<file path="config.mk">
export PLATFORM = sky130hd
export DESIGN_NAME = qs_front
export DESIGN_NICKNAME = d
export VERILOG_FILES = /design/src/hw/rtl/qs_pkg.sv /design/src/hw/rtl/qs_front.sv
export SDC_FILE = /design/constraint.sdc
export NUM_CORES = 2
export LEC_CHECK = 0
export ABC_CLOCK_PERIOD_IN_PS = 9370
export BUFFER_PORTS_ARGS = -buffer_cell sky130_fd_sc_hd__buf_4
export CAP_MARGIN = 20
export CORE_AREA = 2 2 403 325
export CTS_BUF_LIST = sky130_fd_sc_hd__clkbuf_2
export DETAILED_ROUTE_END_ITERATION = 16
export DIE_AREA = 0 0 405 327
export HOLD_SLACK_MARGIN = 0.02
export MAX_ROUTING_LAYER = met4
export RECOVER_POWER = 50
export SYNTH_ARGS = -nofsm -noshare
export SYNTH_HDL_FRONTEND = slang
export SYNTH_SLANG_ARGS = --single-unit
</file>
<file path="constraint.sdc">
create_clock -name clk -period 9.37 [get_ports clk]
set_input_delay 1.4055 -clock clk [delete_from_list [all_inputs] [get_ports clk]]
set_output_delay 1.4055 -clock clk [all_outputs]
set_load 0.005 [all_outputs]
</file>
<file path="src/hw/rtl/qs_pkg.sv">
// shared constants, types and tables of the quaternion slerp block
package qs_pkg;

    localparam int FRAC_BITS    = 14;
    localparam int CORDIC_STEPS = 16;
    localparam int W_W          = FRAC_BITS + 1;
    localparam int SQ_STEPS     = 31;
    localparam int QD           = 4;
    localparam int QPTR_W       = 2;
    localparam int QCNT_W       = 3;
    localparam int ADDR_W       = 3;

    localparam logic [W_W-1:0]    W_ONE       = W_W'(64'd1 << FRAC_BITS);
    localparam logic [14:0]       ONE_Q14     = 15'd16384;
    localparam logic [30:0]       HALF_PI_Q30 = 31'd1686629713;
    localparam logic [14:0]       THR_RESET   = 15'd16302;
    localparam logic [ADDR_W-3:0] REG_THR     = '0;

    typedef struct packed {
        logic [3:0][16:0] a;
        logic [3:0][15:0] b;
        logic [14:0]      t;
        logic [28:0]      dot;
        logic             linear;
    } qs_item_t;

    typedef struct packed {
        logic              full;
        logic              empty;
        logic [QCNT_W-1:0] count;
    } qs_qstat_t;

    function automatic logic [29:0] atan_q30(input logic [4:0] i);
        logic [29:0] v;
        begin
            case (i)
                5'd0:    v = 30'd843314857;
                5'd1:    v = 30'd497837829;
                5'd2:    v = 30'd263043837;
                5'd3:    v = 30'd133525159;
                5'd4:    v = 30'd67021687;
                5'd5:    v = 30'd33543516;
                5'd6:    v = 30'd16775851;
                5'd7:    v = 30'd8388437;
                5'd8:    v = 30'd4194283;
                5'd9:    v = 30'd2097149;
                5'd10:   v = 30'd1048576;
                5'd11:   v = 30'd524288;
                5'd12:   v = 30'd262144;
                5'd13:   v = 30'd131072;
                5'd14:   v = 30'd65536;
                5'd15:   v = 30'd32768;
                5'd16:   v = 30'd16384;
                5'd17:   v = 30'd8192;
                5'd18:   v = 30'd4096;
                5'd19:   v = 30'd2048;
                5'd20:   v = 30'd1024;
                5'd21:   v = 30'd512;
                5'd22:   v = 30'd256;
                5'd23:   v = 30'd128;
                5'd24:   v = 30'd64;
                5'd25:   v = 30'd32;
                5'd26:   v = 30'd16;
                5'd27:   v = 30'd8;
                5'd28:   v = 30'd4;
                5'd29:   v = 30'd2;
                5'd30:   v = 30'd1;
                default: v = 30'd0;
            endcase
            return v;
        end
    endfunction

    // rescale a q14 weight to the weight format
    function automatic logic [W_W-1:0] q14_to_w(input logic [14:0] v);
        int          up;
        int          down;
        logic [63:0] e;
        begin
            up   = (FRAC_BITS >= 14) ? FRAC_BITS - 14 : 0;
            down = (FRAC_BITS < 14) ? 14 - FRAC_BITS : 0;
            e    = 64'(v);
            return W_W'((e << up) >> down);
        end
    endfunction

endpackage

</file>
<file path="src/hw/rtl/qs_front.sv">
// front end: dot product, hemisphere fold, clamp and path select
module qs_front (
    input  logic             clk,
    input  logic             rst_n,
    input  logic             accept,
    input  logic [15:0]      a_x,
    input  logic [15:0]      a_y,
    input  logic [15:0]      a_z,
    input  logic [15:0]      a_w,
    input  logic [15:0]      b_x,
    input  logic [15:0]      b_y,
    input  logic [15:0]      b_z,
    input  logic [15:0]      b_w,
    input  logic [14:0]      blend,
    input  logic [14:0]      thr,
    output logic             push,
    output qs_pkg::qs_item_t item
);
    import qs_pkg::*;

    logic               vld_reg;
    logic signed [31:0] prod_reg [4];
    logic [15:0]        a_reg [4];
    logic [15:0]        b_reg [4];
    logic [14:0]        t_reg;

    logic [15:0]        a_in [4];
    logic [15:0]        b_in [4];
    logic signed [33:0] sum;
    logic signed [33:0] mag;
    logic               neg;
    logic [28:0]        dotc;

    assign a_in[0] = a_x;
    assign a_in[1] = a_y;
    assign a_in[2] = a_z;
    assign a_in[3] = a_w;
    assign b_in[0] = b_x;
    assign b_in[1] = b_y;
    assign b_in[2] = b_z;
    assign b_in[3] = b_w;

    always_ff @(posedge clk or negedge rst_n)
    begin
        if (!rst_n)
        begin
            vld_reg <= 1'b0;
        end
        else
        begin
            vld_reg <= accept;
        end
    end

    always_ff @(posedge clk)
    begin
        for (int k = 0; k < 4; k++)
        begin
            prod_reg[k] <= $signed(a_in[k]) * $signed(b_in[k]);
            a_reg[k]    <= a_in[k];
            b_reg[k]    <= b_in[k];
        end
        t_reg <= (blend > ONE_Q14) ? ONE_Q14 : blend;
    end

    always_comb
    begin
        sum = 34'(prod_reg[0]) + 34'(prod_reg[1]) + 34'(prod_reg[2]) + 34'(prod_reg[3]);
        neg = sum < 0;
        mag = neg ? -sum : sum;
        dotc = (mag > 34'sd268435456) ? 29'd268435456 : mag[28:0];
        for (int k = 0; k < 4; k++)
        begin
            // fold to the short arc: all four components of a flip
            item.a[k] = neg ? 17'(-$signed(17'($signed(a_reg[k]))))
                            : 17'($signed(a_reg[k]));
            item.b[k] = b_reg[k];
        end
        item.t      = t_reg;
        item.dot    = dotc;
        item.linear = dotc >= {thr, 14'd0};
    end

    assign push = vld_reg;

endmodule

</file>
==> impl_results.md <==
- Crit-path leading delay family: compound AO/OA/AOI/OAI gates
- Max Cap Viol: 0
- Avg Cell Area, Syn: approximately 9 µm²
- Slew Limit Fails: 0
- Routed WL per cell: approximately 18 µm
- CP endpoint kind: output pin
- Initial core utilization: 39.80%
- Arr. time, crit path: between 8 and 9 ns
- Rows: approximately 120
- HPWL after detailed placement: 112800 µm
- Final period util: 101.4%
- Root Driver: clkbuf_2
- DP Area: approximately 55000 µm²
- CTS tree: yes
- Final cell area excluding filler cells: between 50000 and 60000 µm²
- Mapped Cells: about 5600
- Critical path class: reg -> out
- Filler cells: roughly 13000
- Synth area leader: fa_1
- Top post-synthesis cells by area: fa_1 (44%), dfxtp_1 (11%), inv_1 (9.9%), ha_1 (9.3%), nand2_1 (5.0%)
- Worst slew pin tran: ~1.3 ns
- Buffers & Inverters on Critical Path: 4
- Ys flop type: dfxtp_1
- CORE AREA: 128600 µm²
- Placer Congestion: between 0.8 and 0.9
- Synth top area share: a little over two fifths
- Warnings from Yosys: 0
- Port buffer count: 338
- Final min period: 9.497 ns
- CP Max Fanout: 7
- Crit-path max cell delay: 0.62 ns
- Unrepaired setup endpoints after global routing: true
- Die Y: about 330 µm
- Syn_nets: approximately 7000
- Via count of the routed design: 37606
- Unique masters post-synth: between 80 and 90
- Worst setup path start: prod_reg[0][18]$_DFF_P_
- WL final: around 140000 µm
- Total Nets Final: 7529
- Final hold viol count: 0
- Hold Path Class: in -> reg
- Tot GR Track Use: 22.47%
- Rel. slew slack: around an eighth
- Vias in the first global route: 40125
- Antenna Violating Nets Remaining: 0
- Number of synthesized flops with an enable pin: 0
- Top cells by count, synth: inv_1 (1350), fa_1 (1113), nand2_1 (684)
- Grt total ovfl: 0
- Setup WS pre-CTS: 0.3061 ns
- Slowest CP cell: or4b_4
- Failing checks: setup timing
- Final core utilization: between 40% and 50%
- Die X: 405 µm
- CP startpoint kind: register
- Top-count cell post-synth: inv_1
- Via density: 4.889
- Full die area: 132400 µm²
- CP Depth: 32
- Area growth syn-to-layout: 10.44%
- PnR worst setup slack: -0.1267 ns
- Mapped Area: approximately 51000 µm²
- Drt drc: 0
- Clk sink count: 272
- DRT Pass-1 Iters: 7
- Max Clk Rate: 0.1053 GHz
- Clock slew at reported path FFs: approximately 0.11 ns
- CTS Buf Count: between 80 and 90
- Synthesis-stage register bit count: 272
- I/O pin count: around 340
- Largest net degree at the start of global routing: 27
- CTS Buffer Depth: 3
- 1st-iter DRT viols: between 2000 and 2500
- Worst EP required: ~8.0 ns
- First-pass GRT wire length: 223800 µm
- Register area share after synthesis: about a tenth
- # setup viols final: 1
- Status: finished with violations
- Max FFs per register: 128
- Ratio of cells with drive above 1 in the final layout: 8.071%
- Number of antenna violations at the first check in global routing: 26
- Async SR Flop Fraction: less than 1%
- H-tree depth: 3
- Worst Setup EP: item[0]
[what timing repair did]
action | 4_1_cts | 5_1_grt
hold buffers | 2 | 0
buffers inserted | 25 | 1
pin swaps | 37 | 10
setup endpoints to repair | 1 | 1
resized for setup | 72 | 15
hold endpoints to repair | 2 | 0
[how the worst min path moves through the flow]
stage,from,endpoint,slack (ns),cells past startpoint
floorplan,rst_n,push$_DFF_PN0_,1.11,0
global placement,rst_n,push$_DFF_PN0_,1.18,1
detailed placement,rst_n,push$_DFF_PN0_,1.18,1
CTS,b_x[1],b_reg[0][1]$_DFF_P_,0.05,1
global route,blend[2],t_reg[2]$_SDFF_PN0_,0.16,2
finish,blend[3],t_reg[3]$_SDFF_PN0_,0.33,2
[placed cells by master, fill, tap and decap left out, types with 13 or more instances in the layout]
master / instances
clkinv_1: 25
nand3_1: 32
nand2b_1: 78
nor4_1: 13
and2_1: 386
o31ai_1: 15
nand4_1: 18
ha_1: 374
and2_0: 22
dfxtp_1: 271
nor2_1: 140
inv_1: 1350
a21o_1: 44
clkbuf_1: 131
diode_2: 17
o21ai_0: 88
or3_1: 14
xnor2_1: 186
o41ai_1: 14
clkbuf_2: 107
a21oi_1: 129
clkbuf_4: 55
o21bai_1: 20
o21a_1: 18
nor2b_1: 38
nand2_1: 684
a31oi_1: 14
xor2_1: 63
fa_1: 1112
buf_4: 206
nor3_1: 46
[per-layer routing]
metal | vias to the layer above | routed length, µm | GRT usage, %
met5 | - | 0 | -
met4 | 0 | 3585 | 5.808
met3 | 173 | 8491 | 3.989
met2 | 949 | 62510 | 33.95
met1 | 19223 | 63530 | 31.22
li1 | 17261 | - | -
[area by class of cell]
cell class                      count  area (µm²)  share of cell area (%)
Antenna cell                       17       42.54                 0.07527
Timing Repair Buffer              399        2536                   4.488
Inverter                         1350        5067                   8.966
Tap cell                         1740        2177                   3.852
Clock buffer                      107       535.5                  0.9476
Sequential cell                   272        5450                   9.644
Multi-Input combinational cell   3766       40380                   71.45
Clock inverter                     41       326.6                  0.5778
[cell families after synthesis]
logic type	count (synthesis)	share of synthesized area (%)
and+or+nand+nor	1547	14.78
buffers and inverters	1521	11.26
adders and majority gates	1494	52.85
AOI/OAI and AO/OA	471	6.105
DFF	272	10.65
xor gates and xnor gates	254	4.347
[per-stage QoR]
step                      cells  TNS (ns)  hold WS, ns
after floorplan            5559         0        1.110
after global placement     7499         0        1.181
after detailed placement   7499         0        1.183
after global routing       7691   -0.7480       0.1610
after CTS                  7674   -0.3113      0.04753
final                      7692   -0.1267       0.3338
Power is not shown: default switching activity piles up to over one toggle a cycle in this logic, so the estimate is an artifact.
