--- src/hw/rtl/qs_pkg.sv ---
// shared constants, types and tables of the quaternion slerp block
package qs_pkg;

    localparam int FRAC_BITS    = 14;
    localparam int CORDIC_STEPS = 16;
    localparam int W_W          = FRAC_BITS + 1;
    localparam int SQ_STEPS     = 31;
    localparam int QD           = 4;
    localparam int QPTR_W       = 2;
    localparam int QCNT_W       = 3;
    localparam int ADDR_W       = 3;

    localparam logic [W_W-1:0]    W_ONE       = W_W'(64'd1 << FRAC_BITS);
    localparam logic [14:0]       ONE_Q14     = 15'd16384;
    localparam logic [30:0]       HALF_PI_Q30 = 31'd1686629713;
    localparam logic [14:0]       THR_RESET   = 15'd16302;
    localparam logic [ADDR_W-3:0] REG_THR     = '0;

    typedef struct packed {
        logic [3:0][16:0] a;
        logic [3:0][15:0] b;
        logic [14:0]      t;
        logic [28:0]      dot;
        logic             linear;
    } qs_item_t;

    typedef struct packed {
        logic              full;
        logic              empty;
        logic [QCNT_W-1:0] count;
    } qs_qstat_t;

    function automatic logic [29:0] atan_q30(input logic [4:0] i);
        logic [29:0] v;
        begin
            case (i)
                5'd0:    v = 30'd843314857;
                5'd1:    v = 30'd497837829;
                5'd2:    v = 30'd263043837;
                5'd3:    v = 30'd133525159;
                5'd4:    v = 30'd67021687;
                5'd5:    v = 30'd33543516;
                5'd6:    v = 30'd16775851;
                5'd7:    v = 30'd8388437;
                5'd8:    v = 30'd4194283;
                5'd9:    v = 30'd2097149;
                5'd10:   v = 30'd1048576;
                5'd11:   v = 30'd524288;
                5'd12:   v = 30'd262144;
                5'd13:   v = 30'd131072;
                5'd14:   v = 30'd65536;
                5'd15:   v = 30'd32768;
                5'd16:   v = 30'd16384;
                5'd17:   v = 30'd8192;
                5'd18:   v = 30'd4096;
                5'd19:   v = 30'd2048;
                5'd20:   v = 30'd1024;
                5'd21:   v = 30'd512;
                5'd22:   v = 30'd256;
                5'd23:   v = 30'd128;
                5'd24:   v = 30'd64;
                5'd25:   v = 30'd32;
                5'd26:   v = 30'd16;
                5'd27:   v = 30'd8;
                5'd28:   v = 30'd4;
                5'd29:   v = 30'd2;
                5'd30:   v = 30'd1;
                default: v = 30'd0;
            endcase
            return v;
        end
    endfunction

    // rescale a q14 weight to the weight format
    function automatic logic [W_W-1:0] q14_to_w(input logic [14:0] v);
        int          up;
        int          down;
        logic [63:0] e;
        begin
            up   = (FRAC_BITS >= 14) ? FRAC_BITS - 14 : 0;
            down = (FRAC_BITS < 14) ? 14 - FRAC_BITS : 0;
            e    = 64'(v);
            return W_W'((e << up) >> down);
        end
    endfunction

endpackage

--- src/hw/rtl/qs_queue.sv ---
// short word queue between the front end and the blend pipeline
module qs_queue (
    input  logic              clk,
    input  logic              rst_n,
    input  logic              push,
    input  qs_pkg::qs_item_t  item_in,
    input  logic              pop,
    output qs_pkg::qs_item_t  item_out,
    output qs_pkg::qs_qstat_t status
);
    import qs_pkg::*;

    qs_item_t          mem_reg [QD];
    logic [QPTR_W-1:0] wr_ptr_reg;
    logic [QPTR_W-1:0] rd_ptr_reg;
    logic [QCNT_W-1:0] count_reg;
    logic [QCNT_W-1:0] count_next;

    always_comb
    begin
        count_next = count_reg;
        if (push && !pop)
        begin
            count_next = count_reg + 1'b1;
        end
        else if (pop && !push)
        begin
            count_next = count_reg - 1'b1;
        end
    end

    always_ff @(posedge clk or negedge rst_n)
    begin
        if (!rst_n)
        begin
            wr_ptr_reg <= '0;
            rd_ptr_reg <= '0;
            count_reg  <= '0;
        end
        else
        begin
            if (push)
            begin
                wr_ptr_reg <= wr_ptr_reg + 1'b1;
            end
            if (pop)
            begin
                rd_ptr_reg <= rd_ptr_reg + 1'b1;
            end
            count_reg <= count_next;
        end
    end

    always_ff @(posedge clk)
    begin
        if (push)
        begin
            mem_reg[wr_ptr_reg] <= item_in;
        end
    end

    assign item_out     = mem_reg[rd_ptr_reg];
    assign status.count = count_reg;
    assign status.empty = count_reg == '0;
    assign status.full  = count_reg == QCNT_W'(QD);

endmodule

--- config.mk ---
export PLATFORM = sky130hd
export DESIGN_NAME = qs_queue
export DESIGN_NICKNAME = d
export VERILOG_FILES = /design/src/hw/rtl/qs_pkg.sv /design/src/hw/rtl/qs_queue.sv
export SDC_FILE = /design/constraint.sdc
export NUM_CORES = 1
export LEC_CHECK = 0
export BUFFER_PORTS_ARGS = -buffer_cell sky130_fd_sc_hd__buf_2
export CORE_AREA = 2 2 178 267
export DETAILED_ROUTE_END_ITERATION = 8
export DIE_AREA = 0 0 180 269
export GPL_ROUTABILITY_DRIVEN = 0
export MAX_ROUTING_LAYER = met4
export PLACE_DENSITY = 0.78
export SLEW_MARGIN = 20
export SYNTH_ARGS = -nofsm -noshare
export SYNTH_HDL_FRONTEND = slang
export SYNTH_SLANG_ARGS = --single-unit
--- constraint.sdc ---
create_clock -name clk -period 6.25 [get_ports clk]
set_input_delay 1.5625 -clock clk [delete_from_list [all_inputs] [get_ports clk]]
set_output_delay 1.5625 -clock clk [all_outputs]
set_load 0.005 [all_outputs]
==> results.md, run 1 <==
- Main area contributors after synthesis: edfxtp_1 82%, mux4_2 15%, dfrtp_1 0.68%
- Busiest metal layer after global routing: met2
- Slew Limit Headroom: 42.6%
- Met2 Track Usage GR: a little over a third
- Synth area leader: edfxtp_1
- Post-layout min period: between 4 and 5 ns
- Final setup TNS: 0 ns
- CTS H-tree lvls: 2
- CTS Buf Count: 60
- Design Power: between 10,000 and 15,000 uW
- Unrepaired setup endpoints after global routing: no
- P&R area growth vs syn: 17.1%
- CTS tree: built
- Clock transition at the registers of the reported paths: roughly 0.060 ns
- GRT overflow: 0
- Period utilization: a little over two thirds
- Core outline area: ~46,000 sq um
- Arrival time worst endpoint: 2.79 ns
- Switch share: between 20% and 30%
- Peak supply drop: 0.000258 V
- Tot GR Track Use: 21.1%
- Area occupied by registers: 21,400 sq um
- Initial antenna violation count: 19
- Share of cells above drive strength 1: a little under half
- Inst Count DP: 1,893
- Number of flip-flops in the largest register: 708
- Syn nets: 1,146
- Detailed-placement wirelength estimate: between 30,000 and 40,000 microns
- Yosys top cell area share: 82.0%
- Drt via density: 5.74
- Clock power frac: between 20% and 30%
- Port bufs: 362
- Vias in the first global route: roughly 12,000
- Synth Cell Area: 25,900 sq um
- PostCTS Resize Cnt: 0
- CP Class: reg -> out
- F_max: 230 MHz
- Io pins: 363
- Drt first pass iters: 4
- Hold Buf Count CTS: 0
- Endpoint class of the critical path: primary output
- Pleak: 0.0103 uW
- Setup Viol. Count Final: 0
- Clk buf depth: 3
- Global-route wire length before repair: 73,800 microns
- Die X-Extent: about 180 microns
- Syn Area/Cell: about 27 sq um
- Fin util: 65.7%
- FP Rows: 97
- Logic gate share of total power: 27.1%
- Least-Margin Pin Slew: 0.862 ns
- Fillers: 2,895
- Area of the die: 48,400 sq um
- Met3 usage: 3.85%
- Footprint of the multi-input gates: between 4000 and 5000 sq um
- Worst Path Max Fanout: 37
- Power Dens Cells: 458 nW/um^2
- Drt total wl: 49,800 microns
- Number of clock sinks: a little over 700
- Vias: 11,600
- Req. time, crit path: 4.69 ns
- Psw: 3820 uW
- Residual DRC: 0
- Clock latency on the worst-skew pair: 0.60 ns
- Setup crit start kind: flip-flop
- Die height: 269 microns
- Nets: roughly 1,500
- Met1 GRT Util: 25.0%
- Final non-filler cell total: 2,021
- Hold violation count in the final report: 0
- Max Cap Violations: 0
- Outcome: completed
- Starting Density: 56.0%
- Syn. warnings: 0
- Worst hold slack: roughly 0.54 ns
- Post-Synthesis Cells: around 960
- DRT iter0 DRCs: between 800 and 900
- Largest net degree at the start of global routing: around 110
- Seq pwr share: a little under half
- CTS root buf: clkbuf_16
- Int Pwr: 10,100 uW
- Hold Crit Class: reg -> reg
- Synth cell types: 18
- Clock Skews: 0.0203 ns
- Max-slew violation count: 0
- Synth Register Bits: 715
- Seq/Total Area, Yosys: 82.7%
- Antenna-violating nets left: 0
- Setup Fix Bufs, Post-CTS: 0
- Post-DR wirelength/cell: 24.7 microns
-- cells by family after synthesis --
kind of cell             share of synthesized area, %
flip-flops                                       82.7
multiplexers                                     15.4
buffers and inverters                            1.14
AND/OR/NAND/NOR                                 0.188
XOR/XNOR                                        0.203
adder cells (fa/ha/maj)                         0.319
AO/OA/AOI/OAI                                  0.0193
-- path summary, 6_finish.rpt --
check / from / to / slack (ns) / cells past startpoint
setup / recovery: rd_ptr_reg[0]$_DFFE_PN0P_ / item_out[24] / 1.90 / 3
min in group asynchronous: rst_n / count_reg[0]$_DFFE_PN0P_ / 0.81 / 1
max in group asynchronous: rst_n / rd_ptr_reg[1]$_DFFE_PN0P_ / 5.25 / 1
hold / removal: count_reg[2]$_DFFE_PN0P_ / count_reg[2]$_DFFE_PN0P_ / 0.54 / 1
hold reg to reg: count_reg[2]$_DFFE_PN0P_ / count_reg[2]$_DFFE_PN0P_ / 0.54 / 1
setup reg to reg: wr_ptr_reg[0]$_DFFE_PN0P_ / mem_reg[2][160]$_DFFE_PP_ / 3.84 / 4
-- cell usage after synthesis --
library cell  instances
mux4_2              177
fa_1                  1
ha_1                  5
and2_1                4
o21ai_0               1
xor2_1                4
mux2_2                1
edfxtp_1            708
nor2_1                1
xnor2_1               2
clkbuf_1              6
inv_1                 4
nor3_1                1
buf_2                20
dfrtp_1               7
buf_6                14
nand2_1               2
nor3b_1               1
-- power groups by stage --
stage	Combinational, uW	Sequential (uW)	Clock (uW)
6_report	3760	6570	3570
4_1_cts	3860	6580	3660
5_1_grt	4030	6640	3820
2_1_floorplan	2420	6650	0
3_3_place_gp	3810	6610	0
3_5_place_dp	3840	6680	0
-- final cells by class --
| cell class | instances | share of cell area, % |
|---|---|---|
| clock buffer | 71 | 5.11 |
| timing repair buffer | 380 | 6.70 |
| multi-input combinational | 200 | 13.8 |
| antenna | 17 | 0.140 |
| inverter | 4 | 0.0495 |
| clock inverter | 40 | 1.09 |
| tap | 594 | 2.45 |
| sequential | 715 | 70.6 |
-- layout by cell type (no fill, tap or decap), drive strengths merged --
cell type  count
and2           4
buf          380
bufinv         5
clkbuf        71
clkinv        32
clkinvlp       2
dfrtp          7
diode         17
edfxtp       708
fa             1
ha             5
inv            5
mux2           1
mux4         177
nand2          2
nor2           1
nor3           1
nor3b          1
o21ai          1
xnor2          2
xor2           4
-- stage by stage --
stage	worst slack [ns]	area (sq um)
4_1_cts	1.79	30300
6_report	1.90	30400
3_5_place_dp	2.42	28400
5_1_grt	1.68	30400
3_3_place_gp	2.44	28400
2_1_floorplan	0.105	25900
-- worst max-delay path, stage by stage, from the launching register on --
cell     delay, ns
dfrtp_4       0.91
buf_4         0.53
mux4_2        0.58
buf_2         0.15
-- metal layers --
| layer | routed length [microns] | share of wire [%] |
|---|---|---|
| met5 | 0 | 0 |
| met4 | 2030 | 4.1 |
| met3 | 2950 | 5.9 |
| met2 | 26600 | 53 |
| met1 | 18200 | 37 |
No activity file was read; power rests on OpenSTA's default activity.
==> run 2: changes to the inputs <==
--- a/config.mk
+++ b/config.mk
@@ -5,13 +5,14 @@
 export SDC_FILE = /design/constraint.sdc
 export NUM_CORES = 1
 export LEC_CHECK = 0
+export ABC_AREA = 1
 export BUFFER_PORTS_ARGS = -buffer_cell sky130_fd_sc_hd__buf_2
-export CORE_AREA = 2 2 178 267
+export CORE_AREA = 2 2 196 294
 export DETAILED_ROUTE_END_ITERATION = 8
-export DIE_AREA = 0 0 180 269
+export DIE_AREA = 0 0 198 296
 export GPL_ROUTABILITY_DRIVEN = 0
 export MAX_ROUTING_LAYER = met4
-export PLACE_DENSITY = 0.78
+export PLACE_DENSITY = 0.75
 export SLEW_MARGIN = 20
 export SYNTH_ARGS = -nofsm -noshare
 export SYNTH_HDL_FRONTEND = slang
==> constraint.sdc (replaced) <==
create_clock -name clk -period 3.7 [get_ports clk]
set_input_delay 0.925 -clock clk [delete_from_list [all_inputs] [get_ports clk]]
set_output_delay 0.925 -clock clk [all_outputs]
set_load 0.005 [all_outputs]
==> run 2 against run 1 <==
- design area grew 9.5%
- worst hold slack lost 0.36 ns
- via count grew 45%
- non-clock buffer count up 14
- count of clock-buffer cells in the layout rose by 13
- wire length is 20% higher
- core utilization fell by 6.7 points
- first-iteration DRC count up 8.9%
- critical path type unchanged
==> results.md, run 2 <==
- CTS H-tree lvls: 3 (+1)
- Fin util: 59.0% (-6.7 points)
- Post-Synthesis Cells: 2,113 (+120%)
- Area occupied by registers: 21,400 sq um (unchanged)
- Synth Register Bits: 715 (unchanged)
- Nets: 2,644 (+71%)
- FF-to-FF path depth: 5 (+1)
- Design Power: 26,200 uW (+88%)
- CP delay by family, top: flip-flops
- Vias: 16,800 (+45%)
- Setup crit start kind: flip-flop
- Port bufs: 362 (unchanged)
- PostCTS Resize Cnt: 0 (unchanged)
- Clk buf depth: 3 (unchanged)
- Period utilization: 90.8%
- CTS root buf: clkbuf_16
- Clock Skews: 0.0159 ns (-0.00439 ns)
- Main area contributors after synthesis: edfxtp_1 74%, o211ai_1 8.8%, nand2_1 7.1%
- Initial antenna violation count: 17 (-2)
- Req. time, crit path: 2.77 ns (-1.92 ns)
- Synth Cell Area: 28,900 sq um (+12%)
- FP Rows: 107 (+10%)
- Power Dens Cells: 788 nW/um^2 (+72%)
- Number of flip-flops in the largest register: 708 (unchanged)
- Residual DRC: 0 (unchanged)
- Peak supply drop: 0.000553 V (+110%)
- Post-layout min period: ~3.4 ns
- Number of clock sinks: 715 (unchanged)
- CTS Buf Count: 67 (+12%)
- Worst Path Max Fanout: 72 (+95%)
- DRT iter0 DRCs: 978 (+8.9%)
- Starting Density: 51.3% (-4.8 points)
- P&R area growth vs syn: 15.0%
- Pleak: 0.0132 uW (+28%)
- Syn. warnings: 0 (unchanged)
- Share of cells above drive strength 1: 20.6% (-25 points)
- Post-synth ARST share: 0.979% (unchanged)
- Highest-count cells in the layout ignoring fill and taps: 708 x edfxtp_1, 540 x nand2_1, 362 x buf_2
- GRT overflow: 0 (unchanged)
- Seq/Total Area, Yosys: 74.2% (-8.5 points)
- Hold Crit Class: in -> async
- Die height: 296 microns (+10%)
- Syn Area/Cell: 13.7 sq um (-49%)
- Outcome: completed
- Post-place setup slack: 0.938 ns (-1.48 ns)
- Setup Viol. Count Final: 0 (unchanged)
- Yosys top cell area share: 73.6% (-8.5 points)
- Arrival time worst endpoint: 2.43 ns (-0.36 ns)
- Main synth FF type: edfxtp_1
- Clock transition at the registers of the reported paths: 0.07 ns (about the same)
- Global-route wire length before repair: 89,900 microns (+22%)
- Hold Buf Count CTS: 0 (unchanged)
- Die X-Extent: 198 microns (+10%)
- Footprint of the multi-input gates: 4960 sq um (+18%)
- Vias in the first global route: 16,900 (+39%)
- Drt total wl: 60,000 microns (+20%)
- Commonest non-fill, non-tap cell in the layout: edfxtp_1
- Drt first pass iters: 5 (+1)
- Drt via density: 5.12 (-11%)
- Io pins: 363 (unchanged)
- Cell chain of the critical path: buf_12 -> buf_12 -> nand2_1 -> o211ai_1 -> nand2_1 -> buf_2
- Core outline area: 56,400 sq um (+22%)
- Setup Fix Bufs, Post-CTS: 0 (unchanged)
- Antenna-violating nets left: 0 (unchanged)
- Detailed-placement wirelength estimate: 35,500 microns (+17%)
- Syn nets: 2,300 (+100%)
- Clock latency on the worst-skew pair: 0.60 ns (about the same)
- Area of the die: 58,600 sq um (+21%)
- Fin worst setup slack: 0.341 ns (-1.56 ns)
- Critical-path top delay cell: dfrtp_4
- Hold violation count in the final report: 0 (unchanged)
- Max Cap Violations: 0 (unchanged)
- Synth cell types: 20 (+2)
- Post-synth EDFFs: 708 (unchanged)
- Max-slew violation count: 0 (unchanged)
- Tot GR Track Use: 20.8% (-0.21 points)
- CP Class: reg -> out
- Largest net degree at the start of global routing: 129 (+23%)
- Slew Limit Headroom: 49.5% (+6.9 points)
- Unrepaired setup endpoints after global routing: no
- WP buf/inv: 3 (+1)
- Top cells by count, synth: 708 x edfxtp_1, 544 x nand2_1, 365 x inv_1
- Fillers: 4,252 (+47%)
- CTS tree: built
- Post-DR wirelength/cell: 18.2 microns (-26%)
- F_max: 298 MHz
- Endpoint class of the critical path: primary output
- Stages on the worst setup path: 6 (+3)
- Crit-path max cell delay: 0.71 ns (-0.20 ns)
- Least-Margin Pin Slew: 0.758 ns (-0.104 ns)
- Most common cell in the netlist: edfxtp_1
- Synth area leader: edfxtp_1
==> run 2: worst paths after layout <==
kind,to,startpoint,slack [ns]
min,rd_ptr_reg[0]$_DFFE_PN0P_,rst_n,0.18
max in group asynchronous,rd_ptr_reg[1]$_DFFE_PN0P_,rst_n,3.29
min in group clk,mem_reg[0][28]$_DFFE_PP_,item_in[28],0.53
max,item_out[96],rd_ptr_reg[0]$_DFFE_PN0P_,0.34
max reg2reg,mem_reg[1][53]$_DFFE_PP_,wr_ptr_reg[1]$_DFFE_PN0P_,1.75
min reg2reg,wr_ptr_reg[0]$_DFFE_PN0P_,wr_ptr_reg[0]$_DFFE_PN0P_,0.53
==> run 2: power breakdown <==
| group | internal [uW] | switching (uW) | total (uW) |
|---|---|---|---|
| Clock | 3730 | 2860 | 6590 |
| Sequential | 10600 | 469 | 11100 |
| Combinational | 3060 | 5500 | 8560 |
==> run 2: layout make-up <==
class,count,area share (%)
repair buffers,394,7.00
flip-flops and latches,715,64.5
well taps,763,2.87
clock buffers,84,5.49
clock inverters,34,0.869
inverters,366,4.19
multi-input cells,913,14.9
diodes,22,0.166
==> run 2: metal layers <==
layer | vias up | wire (microns) | part of all wire (%) | global-route usage [%]
met5 | - | 0 | 0 | -
met2 | 461 | 31600 | 53 | 36.7
met1 | 8184 | 22700 | 38 | 22.2
met3 | 102 | 3880 | 6.5 | 4.74
li1 | 8094 | - | - | -
met4 | 0 | 1830 | 3.1 | 9.70
==> run 2: logic make-up (layout without fill, tap and decap cells) <==
kind of cell	count (synthesis)	count (layout)	share of synthesized area [%]
flops	715	715	74.2
buf+inv	485	878	8.78
simple gates	548	548	7.14
fa+ha+maj	6	6	0.286
compound gates	355	355	9.51
xor+xnor	4	4	0.121
other cells	0	22	0
==> run 2: per-stage QoR <==
step	cells	cell area, sq um	setup TNS, ns	hold WS (ns)
after floorplan	2113	29000	-314.22	0.494
after global placement	3151	31100	0	0.497
after detailed placement	3151	31100	0	0.524
after CTS	3269	33200	0	0.148
after global routing	3287	33200	0	0.175
final	3291	33200	0	0.179
==> run 3: changes to the inputs <==
--- a/config.mk
+++ b/config.mk
@@ -7,12 +7,13 @@
 export LEC_CHECK = 0
 export ABC_AREA = 1
 export BUFFER_PORTS_ARGS = -buffer_cell sky130_fd_sc_hd__buf_2
-export CORE_AREA = 2 2 196 294
+export CORE_AREA = 2 2 192 289
+export CTS_BUF_LIST = sky130_fd_sc_hd__clkbuf_2
 export DETAILED_ROUTE_END_ITERATION = 8
-export DIE_AREA = 0 0 198 296
+export DIE_AREA = 0 0 194 291
 export GPL_ROUTABILITY_DRIVEN = 0
 export MAX_ROUTING_LAYER = met4
-export PLACE_DENSITY = 0.75
+export PLACE_DENSITY = 0.78
 export SLEW_MARGIN = 20
 export SYNTH_ARGS = -nofsm -noshare
 export SYNTH_HDL_FRONTEND = slang
==> run 3 against run 2 <==
- count of clock-buffer cells in the layout grew 138
- core utilization grew 5.9 points
- via count grew 13%
- sequential share of layout area shrank 3.5 points
- total power is essentially flat
- first-iteration DRC count grew 37%
- non-clock buffer count grew 231
- setup slack lost 0.20 ns
- fmax shrank 5.7%
- combinational power grew 24%
- critical path type unchanged
- largest power group unchanged
==> results.md, run 3 (synthesis gave the netlist of run 2 again) <==
- Die height: 291 microns (-1.7%)
- Commonest non-fill, non-tap cell in the layout: edfxtp_1
- Drt first pass iters: 7 (+2)
- Tot GR Track Use: 24.5% (+3.7 points)
- Hold violation count in the final report: 0 (unchanged)
- Clock transition at the registers of the reported paths: 0.13 ns (+0.06 ns)
- Drt total wl: 72,500 microns (+21%)
- CTS Buf Count: 159 (+140%)
- Crit-path max cell delay: 0.55 ns (-0.16 ns)
- CP Class: reg -> out
- Outcome: completed
- Unrepaired setup endpoints after global routing: yes
- Number of clock sinks: 715 (unchanged)
- Peak supply drop: 0.000462 V (-16%)
- Slew Limit Headroom: 43.5% (-6.0 points)
- CP delay by family, top: flip-flops
- Power Dens Cells: 746 nW/um^2 (-5.4%)
- Clock Skews: 0.0824 ns (+0.0665 ns)
- Antenna-violating nets left: 0 (unchanged)
- Highest-count cells in the layout ignoring fill and taps: 708 x edfxtp_1, 537 x nand2_1, 361 x inv_1
- Post-DR wirelength/cell: 20.2 microns (+11%)
- F_max: 281 MHz (-5.7%)
- Endpoint class of the critical path: primary output
- Arrival time worst endpoint: 2.64 ns (+0.21 ns)
- Detailed-placement wirelength estimate: 37,400 microns (+5.2%)
- Setup crit start kind: flip-flop
- WP buf/inv: 3 (unchanged)
- Clock latency on the worst-skew pair: 1.16 ns (+0.56 ns)
- Busiest metal layer after global routing: met2
- Fin worst setup slack: 0.137 ns (-0.205 ns)
- Pleak: 0.0145 uW (+9.4%)
- Number of flip-flops in the largest register: 708 (unchanged)
- P&R area growth vs syn: 21.6%
- Met1 GRT Util: 26.5% (+4.3 points)
- Nets: 2,970 (+12%)
- Largest net degree at the start of global routing: 131 (+1.6%)
- Fillers: 3,725 (-12%)
- Port bufs: 362 (unchanged)
- GRT overflow: 0 (unchanged)
- Vias: 19,100 (+13%)
- Setup Viol. Count Final: 0 (unchanged)
- Clk buf depth: 3 (unchanged)
- Residual DRC: 0 (unchanged)
- FP Rows: 105 (-1.9%)
- Drt via density: 5.30 (+3.6%)
- Cell chain of the critical path: buf_12 -> buf_6 -> o211ai_1 -> nand2_1 -> buf_2
- Met2 Track Usage GR: 42.3% (+5.6 points)
- Core outline area: 54,100 sq um (-4.0%)
- Critical-path top delay cell: dfrtp_4
- Share of cells above drive strength 1: 24.6% (+4.0 points)
- CTS H-tree lvls: 4 (+1)
- Post-place setup slack: 0.818 ns (-0.119 ns)
- Worst Path Max Fanout: 35 (-51%)
- Met3 usage: 5.39% (+0.65 points)
- Post-layout min period: 3.56 ns (+0.205 ns)
- Hold Crit Class: in -> reg
- Global-route wire length before repair: 104,000 microns (+15%)
- Period utilization: 96.3% (+5.5 points)
- Final setup TNS: 0 ns (unchanged)
- Starting Density: 53.4% (+2.1 points)
- Max Cap Violations: 0 (unchanged)
- DRT iter0 DRCs: 1,335 (+37%)
- Initial antenna violation count: 6 (-11)
- Io pins: 363 (unchanged)
- Req. time, crit path: 2.77 ns (about the same)
- Least-Margin Pin Slew: 0.846 ns (+0.0888 ns)
- Max-slew violation count: 0 (unchanged)
- Area of the die: 56,500 sq um (-3.7%)
- CTS tree: built
- Vias in the first global route: 19,700 (+17%)
- Die X-Extent: 194 microns (-2.0%)
- CTS root buf: clkbuf_2
==> run 3: cell types whose count changed in the layout (fill, tap and decap cells not counted), moves of 4 or more <==
cell	delta
clkbuf_2	+222
dlygate4sd3_1	+181
clkbuf_16	-57
clkinv_1	+27
diode_2	-16
buf_6	+15
clkbuf_1	-12
buf_16	+11
buf_4	+11
buf_8	+4
clkinv_2	-4
==> run 3: worst paths after layout <==
path / slack [ns] / start / depth (start not counted) / to
hold reg to reg: 0.55 / wr_ptr_reg[0]$_DFFE_PN0P_ / 1 / wr_ptr_reg[0]$_DFFE_PN0P_
min in group asynchronous: 0.84 / rst_n / 3 / rd_ptr_reg[1]$_DFFE_PN0P_
setup reg to reg: 1.41 / wr_ptr_reg[1]$_DFFE_PN0P_ / 5 / mem_reg[1][156]$_DFFE_PP_
setup / recovery: 0.14 / rd_ptr_reg[0]$_DFFE_PN0P_ / 5 / item_out[20]
hold / removal: 0.49 / item_in[42] / 2 / mem_reg[1][42]$_DFFE_PP_
max in group asynchronous: 2.50 / rst_n / 3 / rd_ptr_reg[0]$_DFFE_PN0P_
==> run 3: per-layer routing <==
metal  vias up  wire, microns
met1      9218          26700
met3       192           4960
met4         0           3250
met5         -              0
li1       8838              -
met2       819          37500
==> run 3: repair_timing <==
| item | 4_1_cts | 5_1_grt |
|---|---|---|
| hold buffers | 181 | 0 |
| gates resized for setup | 21 | 22 |
| buffers inserted | 12 | 6 |
| setup endpoints to repair | 177 | 103 |
| pin swaps | 8 | 46 |
| gates cloned | 5 | 18 |
| endpoints found under the hold margin | 719 | 0 |
==> run 3: per-stage QoR <==
stage	cells	total power, uW	instance area, sq um	hold slack (ns)	utilization, %
2_1_floorplan	2113	17100	29000	0.494	-
4_1_cts	3567	25300	34600	0.296	63.9
6_report	3596	26200	35100	0.490	64.9
3_3_place_gp	3096	19600	31100	0.500	57.5
3_5_place_dp	3096	20000	31100	0.517	57.5
5_1_grt	3596	27700	35100	0.335	64.9
==> run 3: cell type report <==
type                    count  area (sq um)  share of cell area (%)
flip-flops and latches    715         21400                    61.0
clock buffers             222          1110                    3.16
inverters                 366          1420                    4.03
clock inverters            51           241                   0.687
diodes                      6          15.0                  0.0427
repair inverters            3          40.0                   0.114
well taps                 695           870                    2.48
multi-input cells         913          4970                    14.1
repair buffers            625          5030                    14.3
==> run 3: report_power, final <==
part           switching, uW  internal [uW]  total (uW)
Sequential               390          10600       11000
Clock                   2910           1690        4600
Combinational           6560           4080       10600
Total                   9860          16300       26200
